**src/assert_macros.svh**
```systemverilog
// Assertion macros shared by the estimator modules.
`ifndef ASSERT_MACROS_SVH
`define ASSERT_MACROS_SVH

`ifndef NO_ASSERTIONS
`define FLSE_ASSERT(lbl, clk, rst_n, prop) \
    lbl: assert property (@(posedge clk) disable iff (!rst_n) prop) \
        else $error("assertion failed");
`define FLSE_NEVER(lbl, clk, rst_n, prop) \
    lbl: assert property (@(posedge clk) disable iff (!rst_n) !(prop)) \
        else $error("forbidden condition seen");
`else
`define FLSE_ASSERT(lbl, clk, rst_n, prop)
`define FLSE_NEVER(lbl, clk, rst_n, prop)
`endif

`endif

```
**src/flse_pkg.sv**
```systemverilog
package flse_pkg;

    localparam int QUEUE_DEPTH = 4;
    localparam int WIDE_W = 128;

    typedef struct packed {
        logic [63:0] vyb;
        logic [51:0] vy2;
        logic [63:0] nvxb;
        logic [51:0] nvxvy;
        logic [51:0] vx2;
    } t_sums;

endpackage

```
**src/flse_queue.sv**
```systemverilog
`include "assert_macros.svh"

module flse_queue (
    input  logic            i_clk,
    input  logic            i_rst_n,
    input  logic            i_push,
    input  flse_pkg::t_sums i_data,
    input  logic            i_pop,
    output flse_pkg::t_sums o_data,
    output logic            o_empty,
    output logic [2:0]      o_count
);
    import flse_pkg::*;

    t_sums       r_mem [QUEUE_DEPTH];
    logic [1:0]  r_wr, r_rd;
    logic [2:0]  r_cnt;

    always_ff @(posedge i_clk) begin
        if (i_push) begin
            r_mem[r_wr] <= i_data;
        end
        if (!i_rst_n) begin
            r_wr  <= '0;
            r_rd  <= '0;
            r_cnt <= '0;
        end else begin
            if (i_push) begin
                r_wr <= r_wr + 2'd1;
            end
            if (i_pop) begin
                r_rd <= r_rd + 2'd1;
            end
            r_cnt <= r_cnt + 3'({2'b0, i_push}) - 3'({2'b0, i_pop});
        end
    end

    assign o_data  = r_mem[r_rd];
    assign o_empty = (r_cnt == 3'd0);
    assign o_count = r_cnt;

    `FLSE_NEVER(a_no_overflow, i_clk, i_rst_n, i_push && !i_pop && r_cnt == 3'(QUEUE_DEPTH))
    `FLSE_NEVER(a_no_underflow, i_clk, i_rst_n, i_pop && r_cnt == 3'd0)
    `FLSE_ASSERT(a_count_bound, i_clk, i_rst_n, r_cnt <= 3'(QUEUE_DEPTH))

endmodule

```
**config.mk**
```make
export PLATFORM = sky130hd
export DESIGN_NAME = flse_queue
export DESIGN_NICKNAME = d
export VERILOG_FILES = /design/src/flse_pkg.sv /design/src/flse_queue.sv
export VERILOG_INCLUDE_DIRS = /design/src /design/src/src
export SDC_FILE = /design/constraint.sdc
export NUM_CORES = 1
export LEC_CHECK = 0
export CAP_MARGIN = 20
export CORE_ASPECT_RATIO = 2
export CORE_MARGIN = 2
export CORE_UTILIZATION = 62
export CTS_CLUSTER_SIZE = 24
export DETAILED_ROUTE_END_ITERATION = 7
export DONT_BUFFER_PORTS = 1
export PLACE_DENSITY = 0.78
export SLEW_MARGIN = 20
export SYNTH_ARGS = -nofsm -noshare
export SYNTH_HDL_FRONTEND = slang
export SYNTH_SLANG_ARGS = --single-unit
export TNS_END_PERCENT = 50
```
**constraint.sdc**
```tcl
create_clock -name i_clk -period 25.7 [get_ports i_clk]
set_input_delay 5.14 -clock i_clk [delete_from_list [all_inputs] [get_ports i_clk]]
set_output_delay 5.14 -clock i_clk [all_outputs]
set_load 0.01 [all_outputs]
```
## Word level (Yosys, flattened, before mapping)

Memories as Yosys holds them, arrays and structs flattened. A register that Yosys moved wholly into a read port is not among the register bits.
Cells that the tools add are included.
Widths: inputs -> output; s select.

| storage, ports and cells | value |
|---|---|
| input bits | 288 |
| memories kept | 1 |
| ROM bits | 0 |
| flip-flop bits (word level) | 7 |
| latch bits | 0 |
| memory bits (writable) | 1136 |

| operators by class | value |
|---|---|
| magnitude comparators | 0 |
| reductions and logical operators | 1 |
| add/sub/neg operators | 4 |
| muxes and demuxes | 4 |
| shift-type cells | 0 |
| multipliers | 0 |
| bitwise logic cells | 0 |
| divide/modulo/power cells | 0 |
| equal/unequal tests | 0 |

Memory list:

| name | depth | bits a word | rd ports | clocked after memory_dff | wr ports | RTL line | text |
|---|---|---|---|---|---|---|---|
| r_mem | 4 | 284 | 1 | 1 | 1 | flse_queue.sv:15 | `t_sums r_mem [QUEUE_DEPTH];` |

Operators with widths:

| cell | number |
|---|---|
| $add 2x1->2 const B | 2 |
| $mux 2 | 2 |
| $add 3x1->3 | 1 |
| $logic_not 3->1 | 1 |
| $sub 3x1->3 | 1 |
| $mux 1 | 2 |

## Logic depth before layout (Yosys ltp)

Gate-level depths: netlist of the first run.

| logic depth | value |
|---|---|
| depth after elaboration | 3 |
| gate-level depth with buffers | 7 |

## Least setup slack after synthesis of the first run

OpenSTA, ideal clock, no wires.

| path | value |
|---|---|
| path type | input to register |
| start | in i_push |
| end | mem r_mem[0][0] (netlist bit), enable pin |
| setup time | 0.680 ns |
| setup slack | 13.470 ns |
| arrival | 11.550 ns |
| stages on the path | 1 |
| data required time | 25.020 ns |
| cell sequence | and2_1 |

| on the way | value |
|---|---|
| word-level cells in the longest chain between the ends | 2 |

RTL lines:

| element | RTL line | text |
|---|---|---|
| start, declared | flse_queue.sv:6 | `input logic i_push,` |
| $mux 1 | flse_queue.sv:20 | `if (i_push) begin` |
| $mux 1 (not written as such) | flse_queue.sv:21 | `r_mem[r_wr] <= i_data;` |
| end, declared | flse_queue.sv:15 |  |

No other way between the ends.

==> results_dict.tcl, run 1 <==
set metrics [dict create \
    cp-end-kind "output pin" \
    layout-drive-gt1-share_pct 26.9 \
    synth_top_family_by_area "multiplexers" \
    areaGrowthSynthToFinish_pct 8.19 \
    fin_crit_sh_pct 35.1 \
    track_usage_pct 25.7 \
    final_cell_mix "edfxtp_1, mux4_2, clkbuf_16, clkinv_2, buf_4" \
    io_buffers 0 \
    grt_start_max_net_pins 158 \
    ant_nets 0 \
    fmax_mhz 111 \
    ys_top_cells_by_area "edfxtp_1, mux4_2, buf_12" \
    grt_pass1_vias 17800 \
    cts_hold_buf 0 \
    period_minus_slack_ns 9.03 \
    drc 0 \
    htreeDepth 3 \
    io_pins 576 \
    synth_compound_area_share_pct 0.0360 \
    yosysTopAreaCell "edfxtp_1" \
    post_drt_wl_per_cell_um 34.5 \
    slew_violations 0 \
    cts_made_buffers 90 \
    critical_path.cell_chain "buf_4 > buf_6 > mux4_2" \
    crit_path_max_incr_delay_ns 0.91 \
    grt_pass1_wl_um 126000 \
    clockRootBuffer "clkbuf_16" \
    path_class "reg -> out" \
    gp_congestion 0.869 \
    fp.dieH_um 371 \
    rsz0062_at_grt "no" \
    yosysWarnings 0 \
    die_area_um2 69400 \
    synth_fa_ha_area_share_pct 0.228 \
    mostFrequentLayoutCell "edfxtp_1" \
    outcome "complete, no violations" \
    num_vias 16600 \
    ff2ff_path_depth 5 \
    vias_per_cell 6.57 \
    drtPass1Iterations 7 \
    synth-xor-area-share_pct 0.0991 \
    clock-sinks 1145 \
    antenna_found_initial 0 \
    regArea_um2 34300 \
    synth_nets 1821 \
    syn-cell-area_um2 41700 \
    p_leak_uw 0.0137 \
    fin_nets 1873 \
    wl_um 87300 \
    worst_path_max_delay_cell "dfxtp_4" \
    coreArea_um2 66600 \
    dpl-instance-area_um2 42300 \
    overflow 0 \
    synthMuxAreaShare_pct 15.4 \
    start_kind "flip-flop" \
    synth_top_area_share_pct 81.9 \
    cp.arrival_ns 3.89 \
    insertion_delay_ns 0.67 \
    multi_input_area_um2 6640 \
    hold_viol_final 0 \
    design_area_um2 45100 \
    synth_cell_type_count 21 \
    hold_class "reg -> reg" \
    ys_seq_elements 1145 \
    start_util_pct 62.6 \
    tightest_slew_ns 1.16 \
    max-vdd-ir-drop_mv 0.0762 \
    crit_fanout 54 \
    ctsResizeCount 0 \
    n_antenna_cell 0 \
    dp_hpwl_um 51900 \
    clockBufferDepth 3 \
    ys_seq_area_share_pct 82.3 \
    dieWidth_um 187 \
    clk_pin_slew_ns 0.07 \
    powerDensity_nw_per_um2 84.4 \
    cts_tree "done" \
    syn_inst 1526 \
    setup-violations-final 0 \
    relSlewSlack_pct 22.7 \
    skew_ns 0.0172 \
    core.rowCount 134 \
    max_cap_violations 0 \
    final.fill_count 3776 \
    drtIter0Drc 1533 \
    critPathRequiredTime_ns 20.56 \
    postCtsSetupBuffers 0 \
    synthSimpleGateAreaFrac_pct 0.165 \
    syn_area_per_cell_um2 27.3 \
    hold_path_depth 2 \
    setup_tns_ns 0 \
]
==> synth_stat cells (all sizes together) <==
cell,number
edfxtp,1136
mux4,284
buf,60
dfxtp,9
inv,7
and2,6
ha,6
nor2,5
clkbuf,4
xnor2,2
a21bo,1
a21oi,1
fa,1
mux2i,1
nand3b,1
nor3,1
xor3,1
==> metal layers <==
layer | part of all wire, % | vias to the layer above | GRT usage [%]
li1 | - | 6697 | -
met1 | 32 | 8807 | 29.3
met2 | 51 | 994 | 42.0
met3 | 14 | 124 | 12.9
met4 | 3.3 | 0 | 9.92
met5 | 0 | - | 0
==> sequential cells by signal (all words and copies together), names as in the netlist, named ones only <==
register	count
r_rd	2
r_wr	2
o_count	3
r_mem	1136
==> path summary, 6_finish.rpt <==
path	startpoint	endpoint	slack [ns]
max	flip-flop	o_data[126]	16.67
min	r_rd[0]	flip-flop	0.53
max reg2reg	r_wr[0]	r_mem[0][83]	22.20
min reg2reg	r_rd[0]	flip-flop	0.53
==> worst max-delay path, delay by kind of cell, from the launching register on <==
kind,cells,cell delay (ns)
buf+inv,2,1.49
flops,1,0.91
mux,1,0.69
==> per-stage QoR <==
| step | worst slack [ns] | hold slack, ns | utilization, % | std cells | power [uW] |
|---|---|---|---|---|---|
| 3_3_place_gp | 16.98 | 0.517 | 63.5 | 2369 | 2490 |
| 5_1_grt | 16.25 | 0.571 | 67.7 | 2531 | 3910 |
| 4_1_cts | 16.13 | 0.533 | 67.7 | 2530 | 3840 |
| 3_5_place_dp | 16.91 | 0.528 | 63.5 | 2369 | 2500 |
| 2_1_floorplan | 13.47 | 0.499 | - | 1526 | 2460 |
| 6_report | 16.67 | 0.533 | 67.7 | 2531 | 3800 |
==> final cells by class <==
type                            count  share of cell area [%]
Clock buffer                      108                    5.24
Clock inverter                     53                   0.957
Inverter                            7                  0.0583
Multi-Input combinational cell    310                    14.7
Sequential cell                  1145                    76.1
Tap cell                          884                    2.45
Timing Repair Buffer               24                   0.497
==> where the power goes <==
group | internal (uW) | total [uW] | switching [uW]
combinational | 109 | 283 | 174
clock | 718 | 1340 | 621
sequential | 2150 | 2180 | 33.1
total | 2980 | 3800 | 827
==> logic make-up (layout without fill, tap and decap cells) <==
group                    count (synthesis)  after routing
XOR/XNOR                                 3              3
multiplexers                           285            285
flip-flops                            1145           1145
adder cells (fa/ha/maj)                  7              7
AND/OR/NAND/NOR                         13             13
buffers and inverters                   71            192
AO/OA/AOI/OAI                            2              2
(Power assumes the default switching activity.)
==> run 2: changes to the inputs <==
- clock period: 25.7 -> 9.3 ns (I/O delays scaled with it)
==> run 2 against run 1 <==
Sequential power grew to 2.8 times the previous value. Clock power increased to 2.9 times the previous value. Flip-flop and latch count unchanged. Routed wire length grew 3.0%. Largest cell class unchanged. Largest power group unchanged. Highest routed layer unchanged.
==> results_dict.tcl, run 2 (synthesis gave the netlist of run 1 again) <==
set metrics [dict create \
    outcome "complete, no violations" \
    p_leak_uw 0.0138 \
    num_vias 16800 \
    crit_fanout 74 \
    dpl-instance-area_um2 42300 \
    start_util_pct 62.6 \
    io_buffers 0 \
    dieWidth_um 187 \
    grt_pass1_wl_um 129000 \
    max_cap_violations 0 \
    ctsResizeCount 0 \
    powerDensity_nw_per_um2 238 \
    insertion_delay_ns 0.70 \
    design_area_um2 45300 \
    drtPass1Iterations 5 \
    max-vdd-ir-drop_mv 0.216 \
    setup_tns_ns 0 \
    clock-sinks 1145 \
    setup-violations-final 0 \
    fin_crit_sh_pct 54.9 \
    fmax_mhz 196 \
    grt_start_max_net_pins 165 \
    post_drt_wl_per_cell_um 35.4 \
    overflow 0 \
    coreArea_um2 66600 \
    critPathBufInv 1 \
    htreeDepth 3 \
    core.rowCount 134 \
    wl_um 89900 \
    cp-end-kind "output pin" \
    clk_pin_slew_ns 0.06 \
    start_kind "flip-flop" \
    grt_pass1_vias 18000 \
    track_usage_pct 26.4 \
    fp.dieH_um 371 \
    largest_reg_flops 1136 \
    vias_per_cell 6.64 \
    gp_congestion 0.841 \
    clockRootBuffer "clkbuf_16" \
    hold_class "reg -> reg" \
    worst_path_max_delay_cell "dfxtp_4" \
    drtIter0Drc 1313 \
    hold_viol_final 0 \
    crit_family "flip-flops" \
    relSlewSlack_pct 10.2 \
    areaGrowthSynthToFinish_pct 8.80 \
    period_minus_slack_ns 5.11 \
    skew_ns 0.0384 \
    regMostFlops "r_mem" \
    io_pins 576 \
    drc 0 \
    cts_tree "done" \
    layout-drive-gt1-share_pct 27.1 \
    postCtsSetupBuffers 0 \
    whs_ns 0.561 \
    cts_hold_buf 0 \
    mostFrequentLayoutCell "edfxtp_1" \
    fin_nets 1867 \
    tightest_slew_ns 1.35 \
    final_cell_mix "edfxtp_1, mux4_2, clkbuf_16, clkinv_1, clkinv_2" \
    clockBufferDepth 3 \
    cp.arrival_ns 3.25 \
    path_class "reg -> out" \
    slew_violations 0 \
    antenna_found_initial 1 \
    cts_made_buffers 92 \
    critical_path.cell_chain "buf_4 > mux4_2" \
    critPathRequiredTime_ns 7.44 \
    die_area_um2 69400 \
    dp_hpwl_um 51200 \
    crit_path_max_incr_delay_ns 0.98 \
    rsz0062_at_grt "no" \
    ant_nets 0 \
]
==> run 2: through the flow <==
stage	setup slack [ns]	utilization (%)	instances	total power, uW
after floorplan	0.350	-	1526	6800
after global placement	4.87	63.5	2362	6880
after detailed placement	4.84	63.5	2362	6920
after CTS	4.09	68.1	2534	10800
after global routing	3.93	68.1	2534	11000
final	4.19	68.1	2536	10800
==> run 2: power breakdown <==
| group | internal, uW | total (uW) | switching (uW) |
|---|---|---|---|
| clock | 2170 | 3950 | 1780 |
| sequential | 5940 | 6040 | 95.0 |
| combinational | 304 | 787 | 483 |
| total | 8410 | 10800 | 2360 |
==> run 2: final cells by class <==
cell class	count	area [um^2]
Timing Repair Buffer	16	208
Inverter	7	26.3
Tap cell	884	1110
Sequential cell	1145	34300
Clock inverter	64	631
Multi-Input combinational cell	310	6640
Antenna cell	2	5.00
Clock buffer	108	2430
Fill cell	3678	21200
==> run 2: routing by layer <==
metal,GRT usage [%],vias up,part of all wire [%]
met5,0,-,0
met4,9.28,0,3.0
met3,13.4,124,14
met2,44.4,1032,52
met1,29.0,8965,31
li1,-,6708,-
==> run 2: path summary, 6_finish.rpt <==
| kind | startpoint | end | slack, ns | cells after the start |
|---|---|---|---|---|
| max | flip-flop | o_data[248] | 4.19 | 2 |
| min | r_rd[0] | flip-flop | 0.56 | 2 |
| max reg2reg | r_wr[0] | r_mem[3][121] | 6.13 | 4 |
| min reg2reg | r_rd[0] | flip-flop | 0.56 | 2 |
==> run 2: worst register-to-register path, cell delays in order, from the launching register on <==
cell	delay, ns
dfxtp_1	0.40
ha_1	0.18
and2_4	0.61
buf_4	0.75
buf_4	0.78
