File: config.mk
export PLATFORM = sky130hd
export DESIGN_NAME = flse_back
export DESIGN_NICKNAME = d
export VERILOG_FILES = /design/src/flse_pkg.sv /design/src/flse_back.sv
export VERILOG_INCLUDE_DIRS = /design/src /design/src/src
export SDC_FILE = /design/constraint.sdc
export NUM_CORES = 2
export LEC_CHECK = 0
export ABC_AREA = 1
export BUFFER_PORTS_ARGS = -buffer_cell sky130_fd_sc_hd__buf_2
export CAP_MARGIN = 20
export CORE_ASPECT_RATIO = 0.5
export CORE_MARGIN = 1.5
export CORE_UTILIZATION = 50
export DETAILED_ROUTE_END_ITERATION = 16
export PLACE_DENSITY = 0.75
export SKIP_CTS_REPAIR_TIMING = 1
export SYNTH_ARGS = -nofsm -noshare
export SYNTH_HDL_FRONTEND = slang
export SYNTH_SLANG_ARGS = --single-unit
File: constraint.sdc
create_clock -name i_clk -period 83.6 [get_ports i_clk]
set_clock_uncertainty 0.1 [all_clocks]
set_input_delay 16.72 -clock i_clk [delete_from_list [all_inputs] [get_ports i_clk]]
set_output_delay 16.72 -clock i_clk [all_outputs]
set_load 0.02 [all_outputs]
File: src/assert_macros.svh
// Assertion macros shared by the estimator modules.
`ifndef ASSERT_MACROS_SVH
`define ASSERT_MACROS_SVH

`ifndef NO_ASSERTIONS
`define FLSE_ASSERT(lbl, clk, rst_n, prop) \
    lbl: assert property (@(posedge clk) disable iff (!rst_n) prop) \
        else $error("assertion failed");
`define FLSE_NEVER(lbl, clk, rst_n, prop) \
    lbl: assert property (@(posedge clk) disable iff (!rst_n) !(prop)) \
        else $error("forbidden condition seen");
`else
`define FLSE_ASSERT(lbl, clk, rst_n, prop)
`define FLSE_NEVER(lbl, clk, rst_n, prop)
`endif

`endif

File: src/flse_pkg.sv
package flse_pkg;

    localparam int QUEUE_DEPTH = 4;
    localparam int WIDE_W = 128;

    typedef struct packed {
        logic [63:0] vyb;
        logic [51:0] vy2;
        logic [63:0] nvxb;
        logic [51:0] nvxvy;
        logic [51:0] vx2;
    } t_sums;

endpackage

File: src/flse_back.sv
`include "assert_macros.svh"

module flse_back (
    input  logic               i_clk,
    input  logic               i_rst_n,
    input  logic               i_q_empty,
    input  flse_pkg::t_sums    i_q_data,
    output logic               o_q_pop,
    input  logic               i_pop,
    output logic               o_empty,
    output logic signed [15:0] o_foe_x,
    output logic signed [15:0] o_foe_y,
    output logic               o_singular
);
    import flse_pkg::*;

    typedef enum logic [2:0] {S_IDLE, S_LOAD, S_MUL, S_DSET, S_DIV, S_OUT} t_state;

    t_state              r_state;
    t_sums               r_s;
    logic [1:0]          r_term;
    logic                r_half, r_dsel, r_neg, r_ov;
    logic [6:0]          r_bit;
    logic [WIDE_W-1:0]   r_acc, r_a, r_det, r_nx, r_ny, r_n, r_d, r_rem, r_q;
    logic [63:0]         r_b;
    logic [15:0]         r_fx, r_fy;
    logic [WIDE_W-1:0]   w_h0, w_h1, w_h2, w_h3, w_h4, w_a, w_part, w_num;
    logic [63:0]         w_b;
    logic                w_sub;
    logic [WIDE_W:0]     w_rsh;
    logic                w_ge;
    logic [WIDE_W-1:0]   w_qn;
    logic [15:0]         w_lim, w_mag, w_res;

    assign w_h0 = {{64{r_s.vyb[63]}}, r_s.vyb};
    assign w_h1 = {76'b0, r_s.vy2};
    assign w_h2 = {{64{r_s.nvxb[63]}}, r_s.nvxb};
    assign w_h3 = {{76{r_s.nvxvy[51]}}, r_s.nvxvy};
    assign w_h4 = {76'b0, r_s.vx2};

    always_comb begin
        unique case ({r_term, r_half})
            3'b000:  begin w_a = w_h1; w_b = w_h4[63:0]; end
            3'b001:  begin w_a = w_h3; w_b = w_h3[63:0]; end
            3'b010:  begin w_a = w_h0; w_b = w_h4[63:0]; end
            3'b011:  begin w_a = w_h2; w_b = w_h3[63:0]; end
            3'b100:  begin w_a = w_h2; w_b = w_h1[63:0]; end
            3'b101:  begin w_a = w_h0; w_b = w_h3[63:0]; end
            default: begin w_a = '0; w_b = '0; end
        endcase
    end

    assign w_sub  = (r_bit == 7'd63) ^ r_half;
    assign w_part = r_b[0] ? (w_sub ? -r_a : r_a) : '0;
    assign w_num  = r_dsel ? r_ny : r_nx;

    assign w_rsh = {r_rem, r_n[WIDE_W-1]};
    assign w_ge  = w_rsh >= {1'b0, r_d};
    assign w_qn  = {r_q[WIDE_W-2:0], w_ge};
    assign w_lim = r_neg ? 16'h8000 : 16'h7fff;
    assign w_mag = ((|w_qn[WIDE_W-1:16]) || (w_qn[15:0] > w_lim)) ? w_lim : w_qn[15:0];
    assign w_res = r_neg ? -w_mag : w_mag;

    assign o_q_pop = (r_state == S_IDLE) && !i_q_empty;

    always_ff @(posedge i_clk) begin
        if (!i_rst_n) begin
            r_state <= S_IDLE;
            r_ov    <= 1'b0;
        end else begin
            if (i_pop && r_ov) begin
                r_ov <= 1'b0;
            end
            unique case (r_state)
                S_IDLE: begin
                    if (!i_q_empty) begin
                        r_s     <= i_q_data;
                        r_term  <= 2'd0;
                        r_half  <= 1'b0;
                        r_acc   <= '0;
                        r_state <= S_LOAD;
                    end
                end
                S_LOAD: begin
                    r_a     <= w_a;
                    r_b     <= w_b;
                    r_bit   <= 7'd0;
                    r_state <= S_MUL;
                end
                S_MUL: begin
                    r_a   <= r_a << 1;
                    r_b   <= r_b >> 1;
                    r_bit <= r_bit + 7'd1;
                    if (r_bit == 7'd63) begin
                        if (!r_half) begin
                            r_acc   <= r_acc + w_part;
                            r_half  <= 1'b1;
                            r_state <= S_LOAD;
                        end else begin
                            r_acc  <= '0;
                            r_half <= 1'b0;
                            r_term <= r_term + 2'd1;
                            unique case (r_term)
                                2'd0:    r_det <= r_acc + w_part;
                                2'd1:    r_nx  <= r_acc + w_part;
                                default: r_ny  <= r_acc + w_part;
                            endcase
                            if (r_term == 2'd2) begin
                                r_dsel  <= 1'b0;
                                r_state <= (r_det == '0) ? S_OUT : S_DSET;
                            end else begin
                                r_state <= S_LOAD;
                            end
                        end
                    end else begin
                        r_acc <= r_acc + w_part;
                    end
                end
                S_DSET: begin
                    r_n     <= w_num[WIDE_W-1] ? -w_num : w_num;
                    r_d     <= r_det[WIDE_W-1] ? -r_det : r_det;
                    r_neg   <= w_num[WIDE_W-1] ^ r_det[WIDE_W-1];
                    r_rem   <= '0;
                    r_q     <= '0;
                    r_bit   <= 7'd0;
                    r_state <= S_DIV;
                end
                S_DIV: begin
                    r_n   <= r_n << 1;
                    r_rem <= w_ge ? WIDE_W'(w_rsh - {1'b0, r_d}) : w_rsh[WIDE_W-1:0];
                    r_q   <= w_qn;
                    r_bit <= r_bit + 7'd1;
                    if (r_bit == 7'd127) begin
                        if (!r_dsel) begin
                            r_fx    <= w_res;
                            r_dsel  <= 1'b1;
                            r_state <= S_DSET;
                        end else begin
                            r_fy    <= w_res;
                            r_state <= S_OUT;
                        end
                    end
                end
                S_OUT: begin
                    if (!r_ov) begin
                        r_ov       <= 1'b1;
                        o_singular <= (r_det == '0);
                        if (r_det == '0) begin
                            o_foe_x <= '0;
                            o_foe_y <= '0;
                        end else begin
                            o_foe_x <= r_fx;
                            o_foe_y <= r_fy;
                        end
                        r_state <= S_IDLE;
                    end
                end
                default: r_state <= S_IDLE;
            endcase
        end
    end

    assign o_empty = !r_ov;

    `FLSE_ASSERT(a_singular_zero, i_clk, i_rst_n, (r_ov && o_singular) |-> (o_foe_x == 16'sd0 && o_foe_y == 16'sd0))
    `FLSE_ASSERT(a_div_nonzero, i_clk, i_rst_n, (r_state == S_DIV) |-> (r_det != '0))
    `FLSE_ASSERT(a_result_held, i_clk, i_rst_n, (r_ov && !i_pop) |=> (r_ov && $stable(o_foe_x) && $stable(o_foe_y)))

endmodule

# Word level (Yosys, flattened, before mapping)
# Index checks and enable logic that the tools add are counted.
# totals
inputBits	288
reg_bits	1580
out_inout_bits	35
ramBits	0
mem_bits_ro	0
word_cells	148
latchBits	0
mem_count	0
# classes
shifts	0
bitwise	6
n_eq_ne	20
div_mod_pow	0
n_addsub	8
reduce_logical	38
muxes	46
multipliers	0
order_cmp	2
# ops
cell	count
$mux W128	8
$pmux W128 S2	4
$pmux W128 S4	1
$neg A128 Y128	3
$pmux W127 S2	1
$pmux W64 S3	1
$ge A129 B128 Y1	1
$add A128 B128 Y128	1
$logic_not A128 Y1	1
$pmux W64 S2	1
$sub A128 B128 Y128	1
$mux W127	1
$reduce_or A112 Y1	1
$mux W16	3
$mux W3	8
$reduce_and A5 Y1	4
$pmux W3 S6	1
$gt A16 B16 Y1	1
$neg A16 Y16	1
$reduce_and A4 Y1	4
$pmux W7 S2	1
$eq A3 B2 Y1 const B	4
$eq A3 B3 Y1 const B	4
$ne A2 B2 Y1 const B	6
24 further kinds	58

# Longest topological paths before layout
# depth
ltp_word	8
mapped_depth	43
mapped_depth_nobuf	40

# Worst setup path after synthesis
# OpenSTA, ideal clock, no wires.
# synth_path
kind	input -> register
startpoint	input i_rst_n
endpoint	register r_bit[0], enable pin
arrival_ns	37.444
path_slack_ns	45.683
n_path_buf	1
setup_time_ns	0.373
path_stages	4
required_ns	83.127
cell_sequence	inv_1 -> clkbuf_1 -> a21oi_1 -> or2_2
# synth_between
elab_chain_len	1
# synth_lines
item	line	source
start: declaration	flse_back.sv:5	input logic i_rst_n,
$reduce_and A2 Y1 (no source line)	n/a	
end signal: assignment	flse_back.sv:93	r_bit <= r_bit + 7'd1;
end signal: assignment	flse_back.sv:132	r_bit <= r_bit + 7'd1;
end: declaration	flse_back.sv:23	logic [6:0] r_bit;
# No other way between the ends.
# A chain may end at the register's enable or synchronous reset.

# Final worst setup path
# layout_path
startpoint	input i_q_empty
endpoint	output o_q_pop
# layout_between
elab_chain_len	2
# layout_lines
item	line	source
start: declaration	flse_back.sv:6	input logic i_q_empty,
$logic_not A1 Y1	n/a	
$logic_and A1 B1 Y1	flse_back.sv:64	assign o_q_pop = (r_state == S_IDLE) && !i_q_empty;
end: declaration	flse_back.sv:8	output logic o_q_pop,
# No other way between the ends.

==> results_dict.tcl <==
set metrics [dict create \
    p_seq_frac 0.402 \
    coreArea_um2 190000 \
    clock-root-buffer "clkbuf_16" \
    synth-seq-cells 1580 \
    clock-sinks 1580 \
    p_sw_frac 0.391 \
    critPathKind "input port to output pin" \
    initial_core_util 0.504 \
    wire_per_inst_um 24.1 \
    yosysTopAreaCellShare 0.494 \
    portBuffers 322 \
    synth_nets 12100 \
    hold_path_class "flip-flop to flip-flop" \
    switchingPower_mw 1.02 \
    design_area_um2 105000 \
    synth_area_leader_cell "edfxtp_1" \
    ys_top_cells_by_count "nand2_1 (2149), nor2_1 (1776), inv_1 (1648)" \
    synth-main-ff-cell "edfxtp_1" \
    synth.most_common_cell "nand2_1" \
    num_rows 113 \
    drtAntennaViolNets 0 \
    clk_path_buf_depth 4 \
    hold_viol 0 \
    slew_violations 0 \
    synth.area.top_cells "edfxtp_1 (49%), nand2_1 (8.4%), nor2_1 (7.0%)" \
    clock_latency_ns 0.88 \
    dpl_cell_area_um2 99900 \
    status "finished, final reports clean" \
    firstDrtPassIters 8 \
    ys_warn_count 0 \
    ir_drop_uv 29.2 \
    grt_util_all_layers 0.347 \
    syn_area_um2 95700 \
    max_freq_mhz 29.5 \
    worst_setup_path_start_kind "input port" \
    cts_tree "done" \
    p_leak_nw 40.2 \
    viasPerCell 5.86 \
    cap_violations 0 \
    antenna_found_initial 27 \
    dr.first_iter.drc_count 12000 \
    synth.distinct_cells 73 \
    max_slew_margin 0.159 \
    arrival_ns 17.09 \
    drc 0 \
    combPwrFrac 0.328 \
    rsz0062_at_grt "no" \
    end_kind "output pin" \
    drive_above_1_share 0.0659 \
    grt_pass1_wl_mm 498 \
    netlist_instances 11500 \
    dieWidth_um 622 \
    hpwl_mm 277 \
    cts-buffers-inserted 155 \
    crit_required_ns 66.78 \
    die-height_um 312 \
    worstPathMaxFanout 3 \
    path_clk_slew_ns 0.08 \
    nets 12400 \
    setup-tns-final_ns 0 \
    h-tree-depth 4 \
    overflow 0 \
    async_reset_ff_frac 0 \
    grt_max_degree 206 \
    p_per_area_nw_per_um2 25.0 \
    wirelength_mm 347 \
    min_period_over_period 0.406 \
    dieArea_um2 194000 \
    synth_seq_area_share 0.495 \
    p_clk_frac 0.270 \
    io_pins 323 \
    area_growth_syn_to_layout_pct 9.51 \
    internal_power_mw 1.60 \
    worstMarginPinSlew_ns 1.26 \
    min_period_ns 33.91 \
    setup_viol 0 \
    gp_congestion 1.07 \
    grt_pass1_vias 77900 \
    synth-edff-count 1576 \
    avgSynthCellArea_um2 8.31 \
    vias 84600 \
]
-- power groups by stage --
stage          sequential (mW)  clock [mW]  combinational (mW)
2_1_floorplan             1.08           0               0.457
3_3_place_gp              1.07           0               0.804
3_5_place_dp              1.07           0               0.810
4_1_cts                   1.05       0.714               0.814
5_1_grt                   1.06       0.744               0.903
6_report                  1.05       0.708               0.860
-- kinds of logic (layout without fill, tap and decap cells) --
group                    count (synthesis)  count (layout)  synth area share
AO/OA/AOI/OAI                         2202            2202             0.127
XOR/XNOR                               424             424            0.0388
adder cells (fa/ha/maj)                284             284            0.0373
buffers and inverters                 1964            2325            0.0794
flip-flops                            1580            1580             0.495
multiplexers                             2               2          0.000248
other                                    0              16                 0
AND/OR/NAND/NOR                       5069            5069             0.222
-- path summary, 6_finish.rpt --
| kind | slack (ns) | cells past startpoint | from | to |
|---|---|---|---|---|
| worst min-delay path | 0.38 | 2 | r_n[63] | r_n[64] |
| worst max register to register | 76.23 | 26 | r_a[0] | r_acc[119] |
| worst min register to register | 0.38 | 2 | r_n[63] | r_n[64] |
| worst max-delay path | 49.69 | 3 | i_q_empty | o_q_pop |
-- state kept, by name (all words and copies together) (netlist names), 2 cells and up --
name / flops
r_bit: 7
r_det: 128
r_a: 128
r_s: 284
r_fx: 16
r_q: 127
r_state: 3
r_fy: 16
o_foe_y: 16
r_nx: 128
r_n: 128
r_b: 64
r_d: 128
r_ny: 128
r_acc: 128
o_foe_x: 16
r_term: 2
r_rem: 128
-- cell usage in the layout, fill, tap and decap left out, types with 21 or more instances in the layout --
master / n
a21o_1: 37
a221oi_1: 68
a31oi_1: 76
clkinv_1: 29
a21oi_1: 816
o21ai_0: 845
nand4_1: 144
inv_1: 1643
nand2_1: 2148
clkbuf_16: 158
ha_1: 281
nor2_1: 1767
buf_4: 62
nand3b_1: 31
nor2_2: 31
a22o_1: 49
xnor2_1: 172
o21bai_1: 43
buf_2: 322
xor2_1: 252
clkbuf_1: 21
nand3_1: 537
o21ai_1: 78
o21a_1: 35
o22ai_1: 55
nor4_1: 77
nor3_1: 199
and2_1: 33
edfxtp_1: 1576
-- stage by stage --
stage	std cells	setup slack, ns	utilization	hold slack (ns)	power [mW]
final	14400	49.69	0.552	0.379	2.62
after global routing	14400	49.67	0.552	0.402	2.70
after CTS	14400	49.68	0.551	0.380	2.58
after detailed placement	14100	49.69	0.526	0.380	1.88
after global placement	14100	49.64	0.526	0.381	1.87
after floorplan	11500	45.68	-	0.352	1.54
-- cell type report --
class / instances / area (um2)
diodes: 16 / 40.0
clock buffers: 179 / 4030
clock inverters: 84 / 846
fillers: 17700 / 85200
inverters: 1672 / 6290
multi-input cells: 7981 / 40900
flip-flops and latches: 1580 / 47400
well taps: 2530 / 3170
repair buffers: 390 / 2180
-- worst max-delay path, stage by stage --
cell,delay [ns]
buf_2,0.12
nor2_1,0.09
buf_2,0.16
-- routing by layer --
layer  GRT usage  part of all wire  up-vias
met5           0          0.000069        -
met4       0.148             0.049        4
met3      0.0756              0.11      753
met2       0.500              0.41     4768
met1       0.504              0.43    39700
li1            -                 -    39300
(Power assumes the default switching activity.)
